**src/rtl/bba_pkg.sv**
```systemverilog
// ----------------------------------------------------------------------------
// bba_pkg
// shared types, codes and constants of the buddy block allocator
// ----------------------------------------------------------------------------
package bba_pkg;

  localparam int MAX_ORDER_DEF = 8;
  localparam int SIZE_W        = 24;
  localparam int LOG2_W        = 5;
  localparam int CFG_IDX_W     = 1;

  localparam logic [LOG2_W-1:0] MIN_UNIT_RST = 5'd8;
  localparam logic [LOG2_W-1:0] ALIGN_RST    = 5'd8;

  // configuration register indexes
  localparam logic [CFG_IDX_W-1:0] CFG_MIN_UNIT = 1'b0;
  localparam logic [CFG_IDX_W-1:0] CFG_ALIGN    = 1'b1;

  typedef enum logic [1:0] {
    OP_ALLOC = 2'd0,
    OP_FREE  = 2'd1,
    OP_PROBE = 2'd2,
    OP_NONE  = 2'd3
  } opcode_t;

  typedef enum logic [1:0] {
    STS_OK        = 2'd0,
    STS_TOO_LARGE = 2'd1,
    STS_NO_SPACE  = 2'd2
  } status_t;

  typedef struct packed {
    opcode_t            opcode;
    logic [SIZE_W-1:0]  size_bytes;
    logic [SIZE_W-1:0]  free_offset_bytes;
  } in_item_t;

  typedef struct packed {
    status_t            status;
    logic [SIZE_W-1:0]  alloc_offset_bytes;
    logic               fits;
  } out_item_t;

  typedef enum logic [3:0] {
    S_CLEAR,
    S_IDLE,
    S_UNITS,
    S_ORDER,
    S_SRCH_RD,
    S_SRCH_CHK,
    S_SPLIT,
    S_MERGE_RD,
    S_MERGE_CHK,
    S_DONE
  } state_t;

  // controller to datapath
  typedef struct packed {
    logic    clr_wr;
    logic    load;
    logic    units_calc;
    logic    ord_step;
    logic    srch_start;
    logic    free_start;
    logic    rd_cur;
    logic    rd_buddy;
    logic    blk_next;
    logic    ord_next;
    logic    wr_cur0;
    logic    split_step;
    logic    merge_step;
    logic    wr_cur1;
    logic    set_status;
    status_t status_code;
    logic    set_fits;
    logic    set_off;
  } cmd_t;

  // datapath to controller
  typedef struct packed {
    logic    clr_last;
    opcode_t op;
    logic    ord_done;
    logic    ord_over;
    logic    free_bad;
    logic    mark;
    logic    blk_last;
    logic    cur_top;
    logic    at_req;
  } dp_sts_t;

endpackage

```
**src/rtl/buddy_block_allocator_core.sv**
```systemverilog
// ----------------------------------------------------------------------------
// buddy_block_allocator_core
// buddy allocator over 2^MAX_ORDER minimum units with a free mark per block
// ----------------------------------------------------------------------------
// After reset the block runs a clearing pass over its 2^(MAX_ORDER+1)-1 free
// marks, one per cycle, holding busy high; afterwards only the whole region is
// free. Items are taken one at a time when start is high and busy is low, and
// each gives one result on out_item for a single cycle with out_valid; the
// receiver cannot stall, so the result must be captured on that cycle. An item
// is loaded, converted to units and stepped through up to MAX_ORDER+1 order
// steps; allocate and probe then read and check free marks in the mark memory,
// lowest block first, up to 2^(MAX_ORDER+1)-1 marks, and a successful allocate
// takes one split step per level and then sets its offset; a free reads the
// buddy mark for each merged level and then sets its own mark. The mark memory
// has a single registered read port, which sets the search time. Configuration
// writes are taken only while the block is idle and start is low.
module buddy_block_allocator_core import bba_pkg::*; #(
  parameter int MAX_ORDER = MAX_ORDER_DEF
) (
  input  logic                 clk,
  input  logic                 rst_n,
  input  logic                 start,
  output logic                 busy,
  input  in_item_t             in_item,
  output logic                 out_valid,
  output out_item_t            out_item,
  input  logic                 cfg_valid,
  output logic                 cfg_ready,
  input  logic [CFG_IDX_W-1:0] cfg_index,
  input  logic [LOG2_W-1:0]    cfg_wdata
);

  cmd_t    cmd;
  dp_sts_t sts;

  // configuration only between transactions
  assign cfg_ready = !busy && !start;

  // sequencer
  bba_ctrl u_ctrl (
    .clk       (clk),
    .rst_n     (rst_n),
    .start     (start),
    .busy      (busy),
    .out_valid (out_valid),
    .sts       (sts),
    .cmd       (cmd)
  );

  // datapath and mark store
  bba_dpath #(
    .MAX_ORDER (MAX_ORDER)
  ) u_dpath (
    .clk       (clk),
    .rst_n     (rst_n),
    .in_item   (in_item),
    .cfg_valid (cfg_valid & cfg_ready),
    .cfg_index (cfg_index),
    .cfg_wdata (cfg_wdata),
    .cmd       (cmd),
    .sts       (sts),
    .out_item  (out_item)
  );

endmodule

```
**src/rtl/bba_ram.sv**
```systemverilog
// ----------------------------------------------------------------------------
// bba_ram
// generic single write, single read RAM with registered read data
// ----------------------------------------------------------------------------
module bba_ram #(
  parameter int WIDTH = 1,
  parameter int DEPTH = 2
) (
  input  logic                     clk,
  input  logic                     we,
  input  logic [$clog2(DEPTH)-1:0] waddr,
  input  logic [WIDTH-1:0]         wdata,
  input  logic [$clog2(DEPTH)-1:0] raddr,
  output logic [WIDTH-1:0]         rdata
);

  logic [WIDTH-1:0] mem [DEPTH];
  logic [WIDTH-1:0] rdata_r;

  // write port
  always_ff @(posedge clk) begin
    if (we) begin
      mem[waddr] <= wdata;
    end
  end

  // registered read port
  always_ff @(posedge clk) begin
    rdata_r <= mem[raddr];
  end

  assign rdata = rdata_r;

endmodule

```
**src/rtl/bba_ctrl.sv**
```systemverilog
// ----------------------------------------------------------------------------
// bba_ctrl
// sequencer for clearing, order search, block search, split and merge
// ----------------------------------------------------------------------------
module bba_ctrl import bba_pkg::*; (
  input  logic    clk,
  input  logic    rst_n,
  input  logic    start,
  output logic    busy,
  output logic    out_valid,
  input  dp_sts_t sts,
  output cmd_t    cmd
);

  state_t state_r;
  state_t state_nxt;

  // state register
  always_ff @(posedge clk) begin
    if (!rst_n) begin
      state_r <= S_CLEAR;
    end else begin
      state_r <= state_nxt;
    end
  end

  // next state
  always_comb begin
    state_nxt = state_r;
    unique case (state_r)
      S_CLEAR: begin
        if (sts.clr_last) state_nxt = S_IDLE;
      end
      S_IDLE: begin
        if (start) state_nxt = S_UNITS;
      end
      S_UNITS: state_nxt = S_ORDER;
      S_ORDER: begin
        if (sts.ord_done) begin
          case (sts.op) inside
            OP_ALLOC, OP_PROBE: state_nxt = sts.ord_over ? S_DONE : S_SRCH_RD;
            OP_FREE: state_nxt = (sts.ord_over || sts.free_bad) ? S_DONE : S_MERGE_RD;
            default: state_nxt = S_DONE;
          endcase
        end
      end
      S_SRCH_RD: state_nxt = S_SRCH_CHK;
      S_SRCH_CHK: begin
        if (sts.mark) begin
          state_nxt = (sts.op == OP_ALLOC) ? S_SPLIT : S_DONE;
        end else if (sts.blk_last && sts.cur_top) begin
          state_nxt = S_DONE;
        end else begin
          state_nxt = S_SRCH_RD;
        end
      end
      S_SPLIT: begin
        if (sts.at_req) state_nxt = S_DONE;
      end
      S_MERGE_RD: state_nxt = sts.cur_top ? S_DONE : S_MERGE_CHK;
      S_MERGE_CHK: state_nxt = sts.mark ? S_MERGE_RD : S_DONE;
      S_DONE: state_nxt = S_IDLE;
      default: state_nxt = S_IDLE;
    endcase
  end

  // outputs and datapath commands
  always_comb begin
    cmd             = '0;
    cmd.status_code = STS_OK;
    busy            = 1'b1;
    out_valid       = 1'b0;
    unique case (state_r)
      S_CLEAR: cmd.clr_wr = 1'b1;
      S_IDLE: begin
        busy     = 1'b0;
        cmd.load = start;
      end
      S_UNITS: cmd.units_calc = 1'b1;
      S_ORDER: begin
        if (!sts.ord_done) begin
          cmd.ord_step = 1'b1;
        end else begin
          case (sts.op)
            OP_ALLOC: begin
              if (sts.ord_over) begin
                cmd.set_status  = 1'b1;
                cmd.status_code = STS_TOO_LARGE;
              end else begin
                cmd.srch_start = 1'b1;
              end
            end
            OP_PROBE: cmd.srch_start = !sts.ord_over;
            OP_FREE:  cmd.free_start = !sts.ord_over && !sts.free_bad;
            default: ;
          endcase
        end
      end
      S_SRCH_RD: cmd.rd_cur = 1'b1;
      S_SRCH_CHK: begin
        if (sts.mark) begin
          if (sts.op == OP_ALLOC) cmd.wr_cur0 = 1'b1;
          else                    cmd.set_fits = 1'b1;
        end else if (sts.blk_last) begin
          if (sts.cur_top) begin
            if (sts.op == OP_ALLOC) begin
              cmd.set_status  = 1'b1;
              cmd.status_code = STS_NO_SPACE;
            end
          end else begin
            cmd.ord_next = 1'b1;
          end
        end else begin
          cmd.blk_next = 1'b1;
        end
      end
      S_SPLIT: begin
        if (sts.at_req) cmd.set_off = 1'b1;
        else            cmd.split_step = 1'b1;
      end
      S_MERGE_RD: begin
        if (sts.cur_top) cmd.wr_cur1 = 1'b1;
        else             cmd.rd_buddy = 1'b1;
      end
      S_MERGE_CHK: begin
        if (sts.mark) cmd.merge_step = 1'b1;
        else          cmd.wr_cur1 = 1'b1;
      end
      S_DONE: out_valid = 1'b1;
      default: ;
    endcase
  end

endmodule

```
**src/rtl/bba_dpath.sv**
```systemverilog
// ----------------------------------------------------------------------------
// bba_dpath
// configuration, size to order conversion, block walk and free mark store
// ----------------------------------------------------------------------------
module bba_dpath import bba_pkg::*; #(
  parameter int MAX_ORDER = MAX_ORDER_DEF
) (
  input  logic                 clk,
  input  logic                 rst_n,
  input  in_item_t             in_item,
  input  logic                 cfg_valid,
  input  logic [CFG_IDX_W-1:0] cfg_index,
  input  logic [LOG2_W-1:0]    cfg_wdata,
  input  cmd_t                 cmd,
  output dp_sts_t              sts,
  output out_item_t            out_item
);

  localparam int AW      = MAX_ORDER + 1;
  localparam int OW      = $clog2(MAX_ORDER + 2);
  localparam int NODES   = (1 << (MAX_ORDER + 1)) - 1;
  localparam int BYTES_W = 33;
  localparam int UNITS_W = 34;
  localparam int SH_W    = 6;

  logic [LOG2_W-1:0]    unit_log2_r;
  logic [LOG2_W-1:0]    align_log2_r;
  opcode_t              op_r;
  logic [SIZE_W-1:0]    foff_r;
  logic [BYTES_W-1:0]   bytes_r;
  logic [UNITS_W-1:0]   units_r;
  logic [OW-1:0]        ord_r;
  logic [OW-1:0]        cur_o_r;
  logic [MAX_ORDER-1:0] blk_r;
  logic [AW-1:0]        clr_cnt_r;
  out_item_t            out_r;

  logic [BYTES_W-1:0]   amask;
  logic [BYTES_W-1:0]   aligned;
  logic [UNITS_W-1:0]   unit_m1;
  logic [UNITS_W-1:0]   units_calc;
  logic [UNITS_W-1:0]   pow;
  logic                 ord_over;
  logic [SH_W-1:0]      k_sh;
  logic [SH_W-1:0]      top_sh;
  logic [SIZE_W-1:0]    low_mask;
  logic [MAX_ORDER-1:0] blk_free;
  logic [MAX_ORDER-1:0] blk_bud;
  logic [MAX_ORDER-1:0] blk_split;
  logic [AW-1:0]        last_blk;
  logic [AW-1:0]        raddr;
  logic                 we;
  logic [AW-1:0]        waddr;
  logic                 wdata;
  logic                 rdata;

  // node index of block b of order o, heap ordered with the root at zero
  function automatic logic [AW-1:0] node_of(logic [OW-1:0] o, logic [MAX_ORDER-1:0] b);
    logic [AW-1:0] base;
    base = (AW'(1) << (OW'(MAX_ORDER) - o)) - AW'(1);
    return base + AW'(b);
  endfunction

  // configuration registers
  always_ff @(posedge clk) begin
    if (!rst_n) begin
      unit_log2_r  <= MIN_UNIT_RST;
      align_log2_r <= ALIGN_RST;
    end else if (cfg_valid) begin
      case (cfg_index)
        CFG_MIN_UNIT: unit_log2_r  <= cfg_wdata;
        CFG_ALIGN:    align_log2_r <= cfg_wdata;
        default: ;
      endcase
    end
  end

  // size rounding and order search
  assign amask      = (BYTES_W'(1) << align_log2_r) - BYTES_W'(1);
  assign aligned    = (BYTES_W'(in_item.size_bytes) + amask) & ~amask;
  assign unit_m1    = (UNITS_W'(1) << unit_log2_r) - UNITS_W'(1);
  assign units_calc = (UNITS_W'(bytes_r) + unit_m1) >> unit_log2_r;
  assign pow        = UNITS_W'(1) << ord_r;
  assign ord_over   = ord_r > OW'(MAX_ORDER);

  // free item checks: alignment to the block size and range of the region
  assign k_sh     = SH_W'(ord_r) + SH_W'(unit_log2_r);
  assign top_sh   = SH_W'(unit_log2_r) + SH_W'(MAX_ORDER);
  assign low_mask = (k_sh >= SH_W'(SIZE_W)) ? '1 : ((SIZE_W'(1) << k_sh) - SIZE_W'(1));
  assign blk_free = MAX_ORDER'(foff_r >> k_sh);

  // block walk addresses
  assign blk_bud   = blk_r ^ MAX_ORDER'(1);
  assign blk_split = MAX_ORDER'({blk_r, 1'b1});
  assign last_blk  = (AW'(1) << (OW'(MAX_ORDER) - cur_o_r)) - AW'(1);
  assign raddr     = cmd.rd_buddy ? node_of(cur_o_r, blk_bud) : node_of(cur_o_r, blk_r);

  // single write port selection
  always_comb begin
    we    = 1'b1;
    waddr = node_of(cur_o_r, blk_r);
    wdata = 1'b0;
    if (cmd.clr_wr) begin
      waddr = clr_cnt_r;
      wdata = (clr_cnt_r == '0);
    end else if (cmd.wr_cur0) begin
      wdata = 1'b0;
    end else if (cmd.split_step) begin
      waddr = node_of(cur_o_r - OW'(1), blk_split);
      wdata = 1'b1;
    end else if (cmd.merge_step) begin
      waddr = node_of(cur_o_r, blk_bud);
    end else if (cmd.wr_cur1) begin
      wdata = 1'b1;
    end else begin
      we = 1'b0;
    end
  end

  bba_ram #(
    .WIDTH (1),
    .DEPTH (NODES)
  ) u_marks (
    .clk   (clk),
    .we    (we),
    .waddr (waddr),
    .wdata (wdata),
    .raddr (raddr),
    .rdata (rdata)
  );

  // clearing pass counter
  always_ff @(posedge clk) begin
    if (!rst_n) begin
      clr_cnt_r <= '0;
    end else if (cmd.clr_wr) begin
      clr_cnt_r <= clr_cnt_r + AW'(1);
    end
  end

  // transaction operands and walk position
  always_ff @(posedge clk) begin
    if (cmd.load) begin
      op_r    <= in_item.opcode;
      foff_r  <= in_item.free_offset_bytes;
      bytes_r <= (in_item.opcode == OP_FREE) ? BYTES_W'(in_item.size_bytes) : aligned;
      ord_r   <= '0;
    end else if (cmd.ord_step) begin
      ord_r <= ord_r + OW'(1);
    end
    if (cmd.units_calc) units_r <= units_calc;
    if (cmd.srch_start) begin
      cur_o_r <= ord_r;
      blk_r   <= '0;
    end else if (cmd.free_start) begin
      cur_o_r <= ord_r;
      blk_r   <= blk_free;
    end else if (cmd.blk_next) begin
      blk_r <= blk_r + MAX_ORDER'(1);
    end else if (cmd.ord_next) begin
      cur_o_r <= cur_o_r + OW'(1);
      blk_r   <= '0;
    end else if (cmd.split_step) begin
      cur_o_r <= cur_o_r - OW'(1);
      blk_r   <= blk_r << 1;
    end else if (cmd.merge_step) begin
      cur_o_r <= cur_o_r + OW'(1);
      blk_r   <= blk_r >> 1;
    end
  end

  // result register
  always_ff @(posedge clk) begin
    if (cmd.load) begin
      out_r <= '0;
    end else begin
      if (cmd.set_status) out_r.status <= cmd.status_code;
      if (cmd.set_fits)   out_r.fits   <= 1'b1;
      if (cmd.set_off) begin
        out_r.alloc_offset_bytes <= (SIZE_W'(blk_r) << cur_o_r) << unit_log2_r;
      end
    end
  end

  assign out_item = out_r;

  // status towards the controller
  always_comb begin
    sts          = '0;
    sts.clr_last = (clr_cnt_r == AW'(NODES - 1));
    sts.op       = op_r;
    sts.ord_done = !((pow < units_r) && !ord_over);
    sts.ord_over = ord_over;
    sts.free_bad = (|(foff_r & low_mask)) || (|(foff_r >> top_sh));
    sts.mark     = rdata;
    sts.blk_last = (AW'(blk_r) == last_blk);
    sts.cur_top  = (cur_o_r == OW'(MAX_ORDER));
    sts.at_req   = (cur_o_r == ord_r);
  end

endmodule

```
**config.mk**
```make
export PLATFORM = sky130hd
export DESIGN_NAME = buddy_block_allocator_core
export DESIGN_NICKNAME = d
export VERILOG_FILES = /design/src/rtl/bba_pkg.sv /design/src/rtl/buddy_block_allocator_core.sv /design/src/rtl/bba_ram.sv /design/src/rtl/bba_ctrl.sv /design/src/rtl/bba_dpath.sv
export SDC_FILE = /design/constraint.sdc
export NUM_CORES = 2
export LEC_CHECK = 0
export ABC_AREA = 1
export BUFFER_PORTS_ARGS = -buffer_cell sky130_fd_sc_hd__clkbuf_2
export CORE_ASPECT_RATIO = 2
export CORE_MARGIN = 3
export CORE_UTILIZATION = 40
export DETAILED_ROUTE_END_ITERATION = 6
export MAX_ROUTING_LAYER = met4
export PLACE_DENSITY = 0.63
export SETUP_SLACK_MARGIN = 0.02
export SLEW_MARGIN = 25
export SYNTH_ARGS = -nofsm -noshare
export SYNTH_HDL_FRONTEND = slang
export SYNTH_SLANG_ARGS = --single-unit
```
**constraint.sdc**
```tcl
create_clock -name clk -period 50 [get_ports clk]
set_input_delay 10 -clock clk [delete_from_list [all_inputs] [get_ports clk]]
set_output_delay 10 -clock clk [all_outputs]
set_load 0.01 [all_outputs]
```
==> impl_metrics.env <==
export IMPL_synthMuxAreaShare=0.00412
export IMPL_final_cell_mix="nor2_1, nand2_1, edfxtp_1, o21ai_0, inv_1"
export IMPL_cts_sink_count=671
export IMPL_synth_top_cell_area_share=0.442
export IMPL_num_nets_final=5176
export IMPL_die_w_um=233
export IMPL_setup_slack_ns=29.51
export IMPL_min_path_type="reg2reg"
export IMPL_slowest_stage="nor2_1"
export IMPL_drt_pass1_iter_count=6
export IMPL_gp_congestion=0.971
export IMPL_clk_latency_ns=0.68
export IMPL_antenna_found_initial=0
export IMPL_vias_per_cell=5.69
export IMPL_postCtsHoldBufs=0
export IMPL_wl_per_cell_um=20.7
export IMPL_synth_ff_type="edfxtp_1"
export IMPL_synthSimpleGateAreaFrac=0.244
export IMPL_synth_edff_count=608
export IMPL_synth_fp_nets=5283
export IMPL_timing_fmax_ghz=0.0488
export IMPL_synth_top_family_by_area="simple AND/OR/NAND/NOR gates"
export IMPL_antenna_left=0
export IMPL_cap_violations=0
export IMPL_finalCritPeriodShare=0.410
export IMPL_critPathRequiredTime_ns=40.00
export IMPL_drv_slew=0
export IMPL_wl_mm=132
export IMPL_synth_cell_types=64
export IMPL_core_area_sq_um=102000
export IMPL_cts_max_path_buffers=3
export IMPL_cp_cell_sequence="clkbuf_2 -> nor2_1 -> clkbuf_2"
export IMPL_power_density_nw_per_um2=27.2
export IMPL_r2r_start="u_dpath.cur_o_r[0]"
export IMPL_drt_iter0_drc=2976
export IMPL_cp_slowest_stage_delay_ns=0.21
export IMPL_max_slew_margin=0.244
export IMPL_crit_top_cell="clkbuf_2"
export IMPL_io_buffers=89
export IMPL_dp_hpwl_mm=86.5
export IMPL_ios=90
export IMPL_end_kind="output port"
export IMPL_grt_overflow=0
export IMPL_hold_ws_ns=0.463
export IMPL_yosysSeqAreaShare=0.473
export IMPL_area_growth_pct=8.41
export IMPL_worst_pin_slew_ns=1.13
export IMPL_tritoncts="yes"
export IMPL_vdd_drop_max_mv=0.0348
export IMPL_hold_viol=0
export IMPL_drive_above_1_share=0.0760
export IMPL_synth_cells=5071
export IMPL_die_h_um=460
export IMPL_setup_viol=0
export IMPL_path_class="in2out"
export IMPL_synth_xor_area_frac=0.0172
export IMPL_post_place_ws_ns=29.51
export IMPL_rsz0062_at_grt="no"
export IMPL_ctsResizeCount=0
export IMPL_tns_ns=0
export IMPL_cts_root_buf="clkbuf_16"
export IMPL_period_needed_ns=20.49
export IMPL_synth_compound_area_share=0.145
export IMPL_grt_pass1_vias=35300
export IMPL_synth_top_cell_by_area="edfxtp_1"
export IMPL_grt_usage=0.246
export IMPL_rows=166
export IMPL_start_kind="primary input"
export IMPL_h_tree_depth=2
export IMPL_crit_fanout=4
export IMPL_cts_buffers=59
export IMPL_avgSynthCellArea_sq_um=8.14
export IMPL_final_common_cell="nor2_1"
export IMPL_fin_skew_ns=0.0300
export IMPL_synth_area_leaders="edfxtp_1, nor2_1, nand2_1, o21ai_0, ha_1"
export IMPL_cp_num_buf_inv=2
export IMPL_synth_adder_area_share=0.0472
export IMPL_ys_ff_latch=671
export IMPL_cp_startpoint="start"
export IMPL_diodes=0
export IMPL_syn_area_sq_um=41300
export IMPL_cts_setup_buffers=0
export IMPL_die_area_sq_um=107000
export IMPL_cp_top_family="buffers and inverters"
export IMPL_clk_pin_slew_ns=0.06
export IMPL_start_util=0.403
export IMPL_grt_pass1_wl_mm=197
export IMPL_yosys_warnings=0
export IMPL_leakage_nw=16.9
export IMPL_grt_start_max_net_pins=274
export IMPL_synthArstFlopShare=0
export IMPL_hold_start="u_dpath.out_item[11]"
export IMPL_drc=0
export IMPL_arrival_ns=10.49
export IMPL_vias=36200
export IMPL_status="finished, final reports clean"
export IMPL_nFillCells=10200
export IMPL_power_w=0.00122
area by class of cell:
cell class / instances / area, sq um / area share
clock inverter: 46 / 588 / 0.0131
sequential: 671 / 19500 / 0.436
inverter: 422 / 1600 / 0.0356
multi-input combinational: 3673 / 19000 / 0.425
clock buffer: 65 / 1500 / 0.0335
tap: 1344 / 1680 / 0.0376
timing repair buffer: 137 / 847 / 0.0189
metrics by stage:
stage,util,area [sq um],instances
6_report,0.437,44700,6358
5_1_grt,0.437,44700,6358
4_1_cts,0.437,44700,6358
3_5_place_dp,0.417,42700,6247
3_3_place_gp,0.416,42600,6247
2_1_floorplan,-,41300,5071
layer usage:
metal  global-route usage  vias up  part of all wire
li1                     -    17200                 -
met1                0.236    17200              0.34
met2                0.453     1276              0.53
met3               0.0252      475             0.050
met4                0.173        0             0.082
met5                    -        -                 0
tightest hold or removal path, stage by stage, from the launching register on:
cell     delay (ns)
dfxtp_1        0.31
nand2_1        0.06
a21oi_1        0.05
logic make-up (layout without fill, tap and decap cells):
kind of cell	Yosys count	count (layout)
buffers and inverters	727	670
adders and majority gates	152	152
DFF	671	671
other	1	1
and+or+nand+nor	2380	2380
muxes	17	17
xor gates and xnor gates	81	81
AOI/OAI and AO/OA	1042	1042
final timing paths:
check | to | slack (ns) | cells past startpoint
max | cfg_ready | 29.51 | 3
min | u_dpath.out_item[11] | 0.46 | 2
max reg2reg | u_dpath.u_marks.rdata | 43.13 | 25
min reg2reg | u_dpath.out_item[11] | 0.46 | 2
sequential cells by signal (all words and copies together) (netlist names):
| name | count |
|---|---|
| u_dpath.u_marks.mem | 511 |
| u_dpath.units_r | 34 |
| u_dpath.bytes_r | 33 |
| u_dpath.out_item | 27 |
| u_dpath.foff_r | 24 |
| u_dpath.clr_cnt_r | 9 |
| u_dpath.blk_r | 8 |
| u_dpath.align_log2_r | 5 |
| u_dpath.unit_log2_r | 5 |
| u_ctrl.state_r | 4 |
| u_dpath.cur_o_r | 4 |
| u_dpath.ord_r | 4 |
| u_dpath.op_r | 2 |
| u_dpath.u_marks.rdata | 1 |
cell usage after synthesis, drive strengths merged, types with 2 or more instances:
cell	number
and2	2
a21oi	181
a22oi	2
nor2	1070
nand3	341
or2	24
clkbuf	212
o21a	5
mux2i	17
and3	3
o311ai	3
buf	93
nand2	785
edfxtp	608
fa	6
nand4	69
clkinv	9
xor2	58
o221ai	57
ha	146
o22ai	87
a21boi	4
a32o	3
o31ai	19
nand3b	3
a221oi	3
o2111ai	5
o21ai	552
nor3	65
a31oi	16
nor3b	2
nor4	15
o211ai	75
inv	413
o41ai	2
dfxtp	63
a211oi	10
a311oi	3
o21bai	11
xnor2	23
report_power, final:
part | leakage, nW | switching, W | internal, W
sequential | 5.98 | 0.00000325 | 0.000630
combinational | 9.94 | 0.0000630 | 0.0000202
clock | 0.994 | 0.000223 | 0.000276
total | 16.9 | 0.000289 | 0.000926
Power figures use the tool's default switching activity.
